--- src/hw/rtl/modexp_pkg.sv ---
// ----------------------------------------------------------------------------
// modexp_pkg
// Shared types and constants for the modular exponentiation block.
// ----------------------------------------------------------------------------
package modexp_pkg;

  localparam int unsigned DATA_W = 30;
  localparam int unsigned PROD_W = 2 * DATA_W;

  // Fixed prime modulus and its Barrett constant floor(2^60 / P).
  localparam logic [DATA_W-1:0] PRIME_MOD = 30'd1000000007;
  localparam logic [30:0]       BARRETT_MU =
      31'((64'd1 << PROD_W) / 64'(PRIME_MOD));

  // Phase at which the sequencer steps, once a multiply has left the pipeline.
  localparam logic [1:0] STEP_PHASE = 2'd3;

  typedef enum logic [1:0] {
    ST_IDLE,
    ST_RUN,
    ST_DONE
  } ctrl_state_e;

  typedef struct packed {
    logic load;
    logic step;
  } dp_cmd_t;

  typedef struct packed {
    logic exp_zero;
  } dp_status_t;

endpackage

--- src/hw/rtl/modexp_ctrl.sv ---
// ----------------------------------------------------------------------------
// modexp_ctrl
// Sequencer: loads an item, steps once per exponent bit, strobes the result.
// ----------------------------------------------------------------------------
module modexp_ctrl (
  input  logic                    clk_i,
  input  logic                    rst_ni,
  input  logic                    start_i,
  output logic                    busy_o,
  output logic                    done_o,
  output modexp_pkg::dp_cmd_t     cmd_o,
  input  modexp_pkg::dp_status_t  status_i
);
  import modexp_pkg::*;

  ctrl_state_e state_q, state_d;
  logic [1:0]  phase_q, phase_d;

  always_ff @(posedge clk_i or negedge rst_ni) begin
    if (!rst_ni) begin
      state_q <= ST_IDLE;
      phase_q <= '0;
    end else begin
      state_q <= state_d;
      phase_q <= phase_d;
    end
  end

  always_comb begin
    state_d  = state_q;
    phase_d  = phase_q;
    cmd_o    = '0;
    busy_o   = 1'b1;
    done_o   = 1'b0;
    unique case (state_q)
      ST_IDLE: begin
        busy_o = 1'b0;
        if (start_i) begin
          cmd_o.load = 1'b1;
          phase_d    = '0;
          state_d    = ST_RUN;
        end
      end
      ST_RUN: begin
        // Once no set bit is left the accumulator holds the final power.
        if (status_i.exp_zero) begin
          state_d = ST_DONE;
        end else if (phase_q == STEP_PHASE) begin
          cmd_o.step = 1'b1;
          phase_d    = '0;
        end else begin
          phase_d = phase_q + 2'd1;
        end
      end
      ST_DONE: begin
        done_o  = 1'b1;
        state_d = ST_IDLE;
      end
      default: begin
        state_d = ST_IDLE;
      end
    endcase
  end

endmodule

--- config.mk ---
export PLATFORM = sky130hd
export DESIGN_NAME = modexp_ctrl
export DESIGN_NICKNAME = d
export VERILOG_FILES = /design/src/hw/rtl/modexp_pkg.sv /design/src/hw/rtl/modexp_ctrl.sv
export SDC_FILE = /design/constraint.sdc
export NUM_CORES = 1
export LEC_CHECK = 0
export BUFFER_PORTS_ARGS = -buffer_cell sky130_fd_sc_hd__buf_2
export CORE_AREA = 2 2 39 41
export CTS_CLUSTER_DIAMETER = 30
export CTS_CLUSTER_SIZE = 10
export DETAILED_ROUTE_END_ITERATION = 8
export DIE_AREA = 0 0 41 43
export PLACE_DENSITY = 0.44
export SLEW_MARGIN = 10
export SYNTH_ARGS = -nofsm -noshare
export SYNTH_HDL_FRONTEND = slang
export SYNTH_SLANG_ARGS = --single-unit
--- constraint.sdc ---
create_clock -name clk_i -period 2 [get_ports clk_i]
set_input_delay 0.5 -clock clk_i [delete_from_list [all_inputs] [get_ports clk_i]]
set_output_delay 0.5 -clock clk_i [all_outputs]
set_load 0.005 [all_outputs]
# == Word level (Yosys, flattened, before mapping) ==
# Index checks and enable logic that the tools add are counted.
# op_classes
add_sub_neg,1
n_reduce_logical,4
n_eq_ne,6
n_mux,14
# op_table
cell,count
2-to-1 mux 2 bit,5
one-hot mux 2 bit (2 select lines),2
2-to-1 mux 1 bit,7
!= test 2 bit (second input constant),3
equality test 2 bit (second input constant),2
AND reduction 3 bit,1
adder 2 x 1 -> 2 bit (second input constant),1
equality test 2 x 1 -> 1 bit (second input constant),1
logical NOT 2 bit,1
AND reduction 2 bit,1
nonzero test 2 bit,1
# word_totals
inputBits,4
elab_cells,27
reg_bits,4

# == Logic depth before layout (Yosys ltp) ==
# Gate-level depths: netlist of the first run.
# depth
depth_word,4
depth_mapped,4
mapped_depth_nobuf,4

# == Least setup slack after synthesis of the first run ==
# Ideal clock, no wire load.
# synth_path
kind,flip-flop to output port
start,reg state_q[0]
end,out cmd_o[1] (netlist name)
setup_slack_ns,0.670
path_buffers,1
path_stages_with_launch,4
t_required_ns,1.500
t_arrival_ns,0.830
cell_sequence,dfrtp_1 buf_2 or2_1 nor2_1
# synth_lines
item,line,text
start: declaration,modexp_ctrl.sv:16,"ctrl_state_e state_q, state_d;"
start signal: assignment,modexp_ctrl.sv:24,state_q <= state_d;
end: declaration,modexp_ctrl.sv:11,"output modexp_pkg::dp_cmd_t cmd_o,"

==> run_results.csv, run 1 <==
group,metric,value,unit
status,run_status,"finished clean",
final_layout,stdcell_area,299,um2
clock_network,cts_setup_buffers,0,
route,wl_per_cell,10.9,um
route,wl_met2,314,um
sta,finalHoldViolations,0,
sta,finalCriticalPeriod,1.67,ns
power_and_ir_drop,powerDensity,1010,nW/um2
sta,slew_viol_final,0,
route,drt-total-wl,510,um
clock_network,clkSinkCount,4,
logic_synthesis,synthTopCellsByArea,"dfrtp_1, a22o_1, ha_1",
sta,max_slew_margin,81.7,%
logic_synthesis,yosys_register_bits,4,
clock_network,cts.reportedPaths.clkPinSlew,0.04,ns
route,vias,195,
clock_network,cts_tree,"done",
worst_setup_path,critPathBufInv,1,
global_routing,grt.total_usage,7.91,%
final_layout,fillerInstances,158,
global_routing,grt_pass1_vias,229,
route,drt_iter0_markers,0,
power_and_ir_drop,p_int,215,uW
final_layout,area_growth_syn_to_layout,32.0,%
worst_setup_path,path_cells,"ha_1 -> and3_2 -> buf_2",
power_and_ir_drop,total_switching_power,88.1,uW
die,pin_count,8,
worst_setup_path,start_kind,"register",
final_layout,multiInputGateArea,118,um2
logic_synthesis,synthesis.nets,27,
logic_synthesis,synth_cell_types,14,
die,die_x,41,um
worst_setup_path,worstPathArrival,1.17,ns
hold_path,hold_path_class,"in2async",
final_layout,diodes,0,
global_routing,grt_overflow,0,
die,die_h,43,um
sta,fmax,597,MHz
sta,worst_pin_slew,0.275,ns
final_layout,seqCellArea,100,um2
logic_synthesis,syn_area,226,um2
die,die-area,1760,um2
worst_setup_path,path_max_fanout,4,
sta,setup_viol,0,
sta,setup_tns,0,ns
route,top_layer,"met4",
final_layout,finalNetCount,38,
clock_network,cts-root-buf,"clkbuf_4",
worst_setup_path,reg2regPathDepth,3,
logic_synthesis,synth_cells,22,
route,met1_length,172,um
worst_setup_path,r2r-end,"phase_q[1]$_DFFE_PN0P_",
power_and_ir_drop,ir_drop,0.178,mV
worst_setup_path,cp_slowest_cell,"dfrtp_1",
placement,placed_area,277,um2
route,wl_met3,5,um
worst_setup_path,end_kind,"output pin",
route,vias_per_cell,4.15,
power_and_ir_drop,swShare,29.1,%
final_layout,layout_common_cells,"buf_2, a22o_1, dfrtp_1, nor2_1, clkbuf_4",
worst_setup_path,cpPeakStageDelay,0.41,ns
logic_synthesis,yosysTopAreaCell,"dfrtp_1",
clock_network,htreeDepth,1,
power_and_ir_drop,p_seq_share,41.5,%
sta,fin_crit_sh,83.7,%
worst_setup_path,timing.rr.start,"phase_q[0]$_DFFE_PN0P_",
clock_network,numCtsBuffers,3,
global_routing,antenna_found_initial,0,
placement,gp_congestion,0.589,
clock_network,clockBufferDepth,2,
die,initial_core_util,16.4,%
worst_setup_path,critPathKind,"reg2out",
global_routing,grt_start_max_net_pins,9,
logic_synthesis,yosysSeqAreaShare,44.2,%
worst_setup_path,critPathLaunch,"phase_q[0]$_DFFE_PN0P_",
clock_network,insertion_delay,0.23,ns
die,num_rows,14,
logic_synthesis,avgSynthCellArea,10.3,um2
global_routing,grt_pass1_wl,855,um
job,maxCapViolCount,0,
clock_network,postCtsResizedCells,0,
logic_synthesis,netlist.area_leader.share,44.2,%
power_and_ir_drop,power_frac_clock,32.1,%
power_and_ir_drop,combPwrFrac,26.4,%
clock_network,postCtsHoldBufs,0,
route,drtPass1Iterations,1,
final_layout,drive_gt1_share,41.9,%
route,drc,0,
placement,portBuffers,7,
power_and_ir_drop,p_leak,0.164,nW
route,route.antenna.remaining_nets,0,
sta,fin_skew,0.00253,ns
worst_setup_path,cp.required,1.50,ns
die,coreArea,1380,um2
final_layout,final_common_cell,"buf_2",
sta,rsz0062_at_grt,"no",
worst_setup_path,reg2reg_setup_slack,0.78,ns
logic_synthesis,ys.warnings.count,0,
worst_setup_path,cp_top_family,"flip-flops",
-- cells in the mapped netlist --
cell and n:
and3_2 1, inv_1 1, nor2_1 3, mux2i_1 1, nand2_1 1, buf_2 1
dfrtp_1 4, a22o_1 4, or2_1 1, nor2b_1 1, ha_1 1, and2b_1 1
nor2_2 1, o21bai_2 1
-- flip-flops by register name, summed over array words and instances, names as in the netlist --
name	cells
phase_q	2
state_q	2
-- power by group through the flow --
stage	combinational [mW]	clock (mW)	sequential (mW)
finish	0.0801	0.0973	0.126
CTS	0.0821	0.102	0.126
detailed placement	0.0793	0	0.126
global placement	0.0745	0	0.125
floorplan	0.0649	0	0.114
global route	0.0920	0.110	0.129
-- cell families after synthesis --
family	Yosys count	share of synthesized area [%]
adder cells (fa/ha/maj)	1	5.52
flip-flops	4	44.2
AO/OA/AOI/OAI	5	20.4
multiplexers	1	4.42
buffers and inverters	2	3.86
AND/OR/NAND/NOR	9	21.6
-- routing by layer --
layer	GRT usage (%)	up-vias
li1	-	95
met1	6.69	96
met2	11.6	2
met3	1.57	2
met4	12.0	0
met5	0	-
-- area by class of cell --
type | count | area share, %
clock buffer | 3 | 7.53
inverter | 1 | 1.26
multi-input combinational | 16 | 39.3
sequential | 4 | 33.5
tap | 16 | 6.69
timing repair buffer | 7 | 11.7
-- worst reg2reg max path: stages, from the launching register on --
cell and delay [ns]:
dfrtp_1 0.41, ha_1 0.31, a22o_1 0.20, a22o_1 0.18
-- metrics by stage --
stage | hold WS (ns) | cells | util [%] | setup slack [ns] | power [mW]
6_report | 0.0678 | 47 | 21.6 | 0.326 | 0.303
2_1_floorplan | 0.204 | 22 | - | 0.670 | 0.178
3_3_place_gp | 0.305 | 44 | 20.0 | 0.480 | 0.200
3_5_place_dp | 0.311 | 44 | 20.0 | 0.465 | 0.205
5_1_grt | 0.0618 | 47 | 21.6 | 0.259 | 0.331
4_1_cts | 0.0618 | 47 | 21.6 | 0.315 | 0.310
-- how the worst max path moves through the flow --
stage | end | slack, ns | cells past startpoint
final | cmd_o[0] | 0.33 | 3
after global routing | cmd_o[1] | 0.26 | 3
after CTS | cmd_o[0] | 0.31 | 3
after detailed placement | cmd_o[0] | 0.47 | 4
after global placement | cmd_o[0] | 0.48 | 4
after floorplan | cmd_o[1] | 0.67 | 3
No activity file was read; power rests on OpenSTA's default activity.
==> run 2, diff against run 1 <==
==> constraint.sdc (replaced) <==
create_clock -name clk_i -period 1.65 [get_ports clk_i]
set_input_delay 0.4125 -clock clk_i [delete_from_list [all_inputs] [get_ports clk_i]]
set_output_delay 0.4125 -clock clk_i [all_outputs]
set_load 0.005 [all_outputs]
==> run_results.csv, run 2 (synthesized netlist as in run 1, its figures left out) <==
group,metric,value,unit
power_and_ir_drop,ir_drop,0.146,mV
hold_path,hold_depth,3,
clock_network,htreeDepth,1,
die,die_x,41,um
route,drt-total-wl,458,um
sta,fmax,638,MHz
worst_setup_path,reg2reg_setup_slack,0.48,ns
sta,finalCriticalPeriod,1.57,ns
placement,placed_area,277,um2
worst_setup_path,r2r-end,"phase_q[1]$_DFFE_PN0P_",
hold_path,hold_path_end,"state_q[1]$_DFFE_PN0P_",
sta,fin_skew,0.00107,ns
power_and_ir_drop,power,363,uW
sta,rsz0062_at_grt,"no",
placement,portBuffers,7,
worst_setup_path,reg2regPathDepth,3,
power_and_ir_drop,p_leak,0.168,nW
hold_path,hold_path_class,"in2reg",
clock_network,clockBufferDepth,2,
job,maxCapViolCount,0,
route,vias_per_cell,4.02,
route,drc,0,
route,route.antenna.remaining_nets,0,
worst_setup_path,critPathBufInv,1,
sta,max_slew_margin,81.8,%
die,initial_core_util,16.4,%
worst_setup_path,cpPeakStageDelay,0.40,ns
clock_network,cts_setup_buffers,0,
final_layout,layout_common_cells,"buf_2, a22o_1, dfrtp_1, nor2_1, clkbuf_4",
sta,fin_crit_sh,94.9,%
global_routing,grt_start_max_net_pins,9,
route,vias,193,
global_routing,grt_pass1_vias,217,
route,drt_iter0_markers,4,
clock_network,cts-root-buf,"clkbuf_4",
sta,fin_hold_ws,0.451,ns
clock_network,insertion_delay,0.23,ns
worst_setup_path,critPathKind,"reg2out",
final_layout,seqCellArea,100,um2
final_layout,largestRegisters,"phase_q: 2 flops, state_q: 2 flops",
clock_network,cts_tree,"done",
worst_setup_path,cp_slowest_cell,"dfrtp_1",
sta,worst_pin_slew,0.272,ns
global_routing,antenna_found_initial,0,
final_layout,final_util,22.3,%
clock_network,postCtsResizedCells,0,
status,run_status,"finished clean",
final_layout,final_common_cell,"buf_2",
sta,setup_tns,0,ns
sta,slew_viol_final,0,
placement,dp_hpwl,353,um
die,die-area,1760,um2
final_layout,stdcell_area,309,um2
worst_setup_path,timing.rr.start,"phase_q[0]$_DFFE_PN0P_",
worst_setup_path,path_max_fanout,4,
clock_network,postCtsHoldBufs,1,
global_routing,grt_pass1_wl,786,um
worst_setup_path,cp_top_family,"flip-flops",
worst_setup_path,end_kind,"output pin",
final_layout,drive_gt1_share,40.6,%
hold_path,hp-start,"status_i",
die,pin_count,8,
worst_setup_path,start_kind,"register",
worst_setup_path,worstPathArrival,1.15,ns
clock_network,clkSinkCount,4,
sta,finalHoldViolations,0,
sta,setup_viol,0,
final_layout,fillerInstances,163,
die,die_h,43,um
clock_network,cts.reportedPaths.clkPinSlew,0.04,ns
power_and_ir_drop,powerDensity,1170,nW/um2
final_layout,multiInputGateArea,118,um2
global_routing,grt.total_usage,7.41,%
global_routing,grt_overflow,0,
route,wl_per_cell,9.54,um
die,coreArea,1380,um2
final_layout,finalNetCount,39,
route,drtPass1Iterations,2,
die,num_rows,14,
final_layout,diodes,0,
placement,gp_congestion,0.613,
clock_network,numCtsBuffers,3,
final_layout,area_growth_syn_to_layout,36.5,%
worst_setup_path,path_cells,"ha_1 -> and3_2 -> buf_2",
worst_setup_path,cp.required,1.24,ns
-- run 2: metal layers --
layer | GRT usage, % | routed length [um] | up-vias
li1 | - | - | 96
met1 | 4.46 | 163 | 93
met2 | 12.2 | 272 | 2
met3 | 3.14 | 9 | 2
met4 | 10.0 | 12 | 0
met5 | 0 | 0 | -
-- run 2: through the flow --
stage               worst slack [ns]  std cells
finish                        0.0834         48
global route                 0.00249         48
CTS                           0.0694         48
detailed placement             0.284         44
global placement               0.289         44
floorplan                      0.408         22
-- run 2: layout make-up --
class                   instances  share of cell area, %
flip-flops and latches          4                   32.4
well taps                      16                   6.48
repair buffers                  8                   14.6
inverters                       1                   1.21
clock buffers                   3                   7.29
multi-input cells              16                   38.1
-- run 2: where the power goes --
part / internal (mW) / total [mW] / switching (mW) / leakage (nW)
Combinational: 0.0580 / 0.0924 / 0.0344 / 0.103
Clock: 0.0812 / 0.119 / 0.0378 / 0.0138
Sequential: 0.122 / 0.152 / 0.0300 / 0.0517
Total: 0.261 / 0.363 / 0.102 / 0.168
-- run 2: how the worst max path moves through the flow --
stage | start | endpoint | slack (ns) | depth (start not counted)
after CTS | phase_q[0]$_DFFE_PN0P_ | cmd_o[0] | 0.07 | 3
after detailed placement | status_i | cmd_o[0] | 0.28 | 4
after global routing | state_q[0]$_DFFE_PN0P_ | cmd_o[1] | 0.002 | 3
after global placement | status_i | cmd_o[0] | 0.29 | 4
after floorplan | state_q[0]$_DFFE_PN0P_ | cmd_o[1] | 0.41 | 3
final | phase_q[0]$_DFFE_PN0P_ | cmd_o[0] | 0.08 | 3
-- run 2: worst register-to-register path, cell delays in order, from the launching register on --
cell	delay [ns]
dfrtp_1	0.40
ha_1	0.30
a22o_1	0.19
a22o_1	0.17
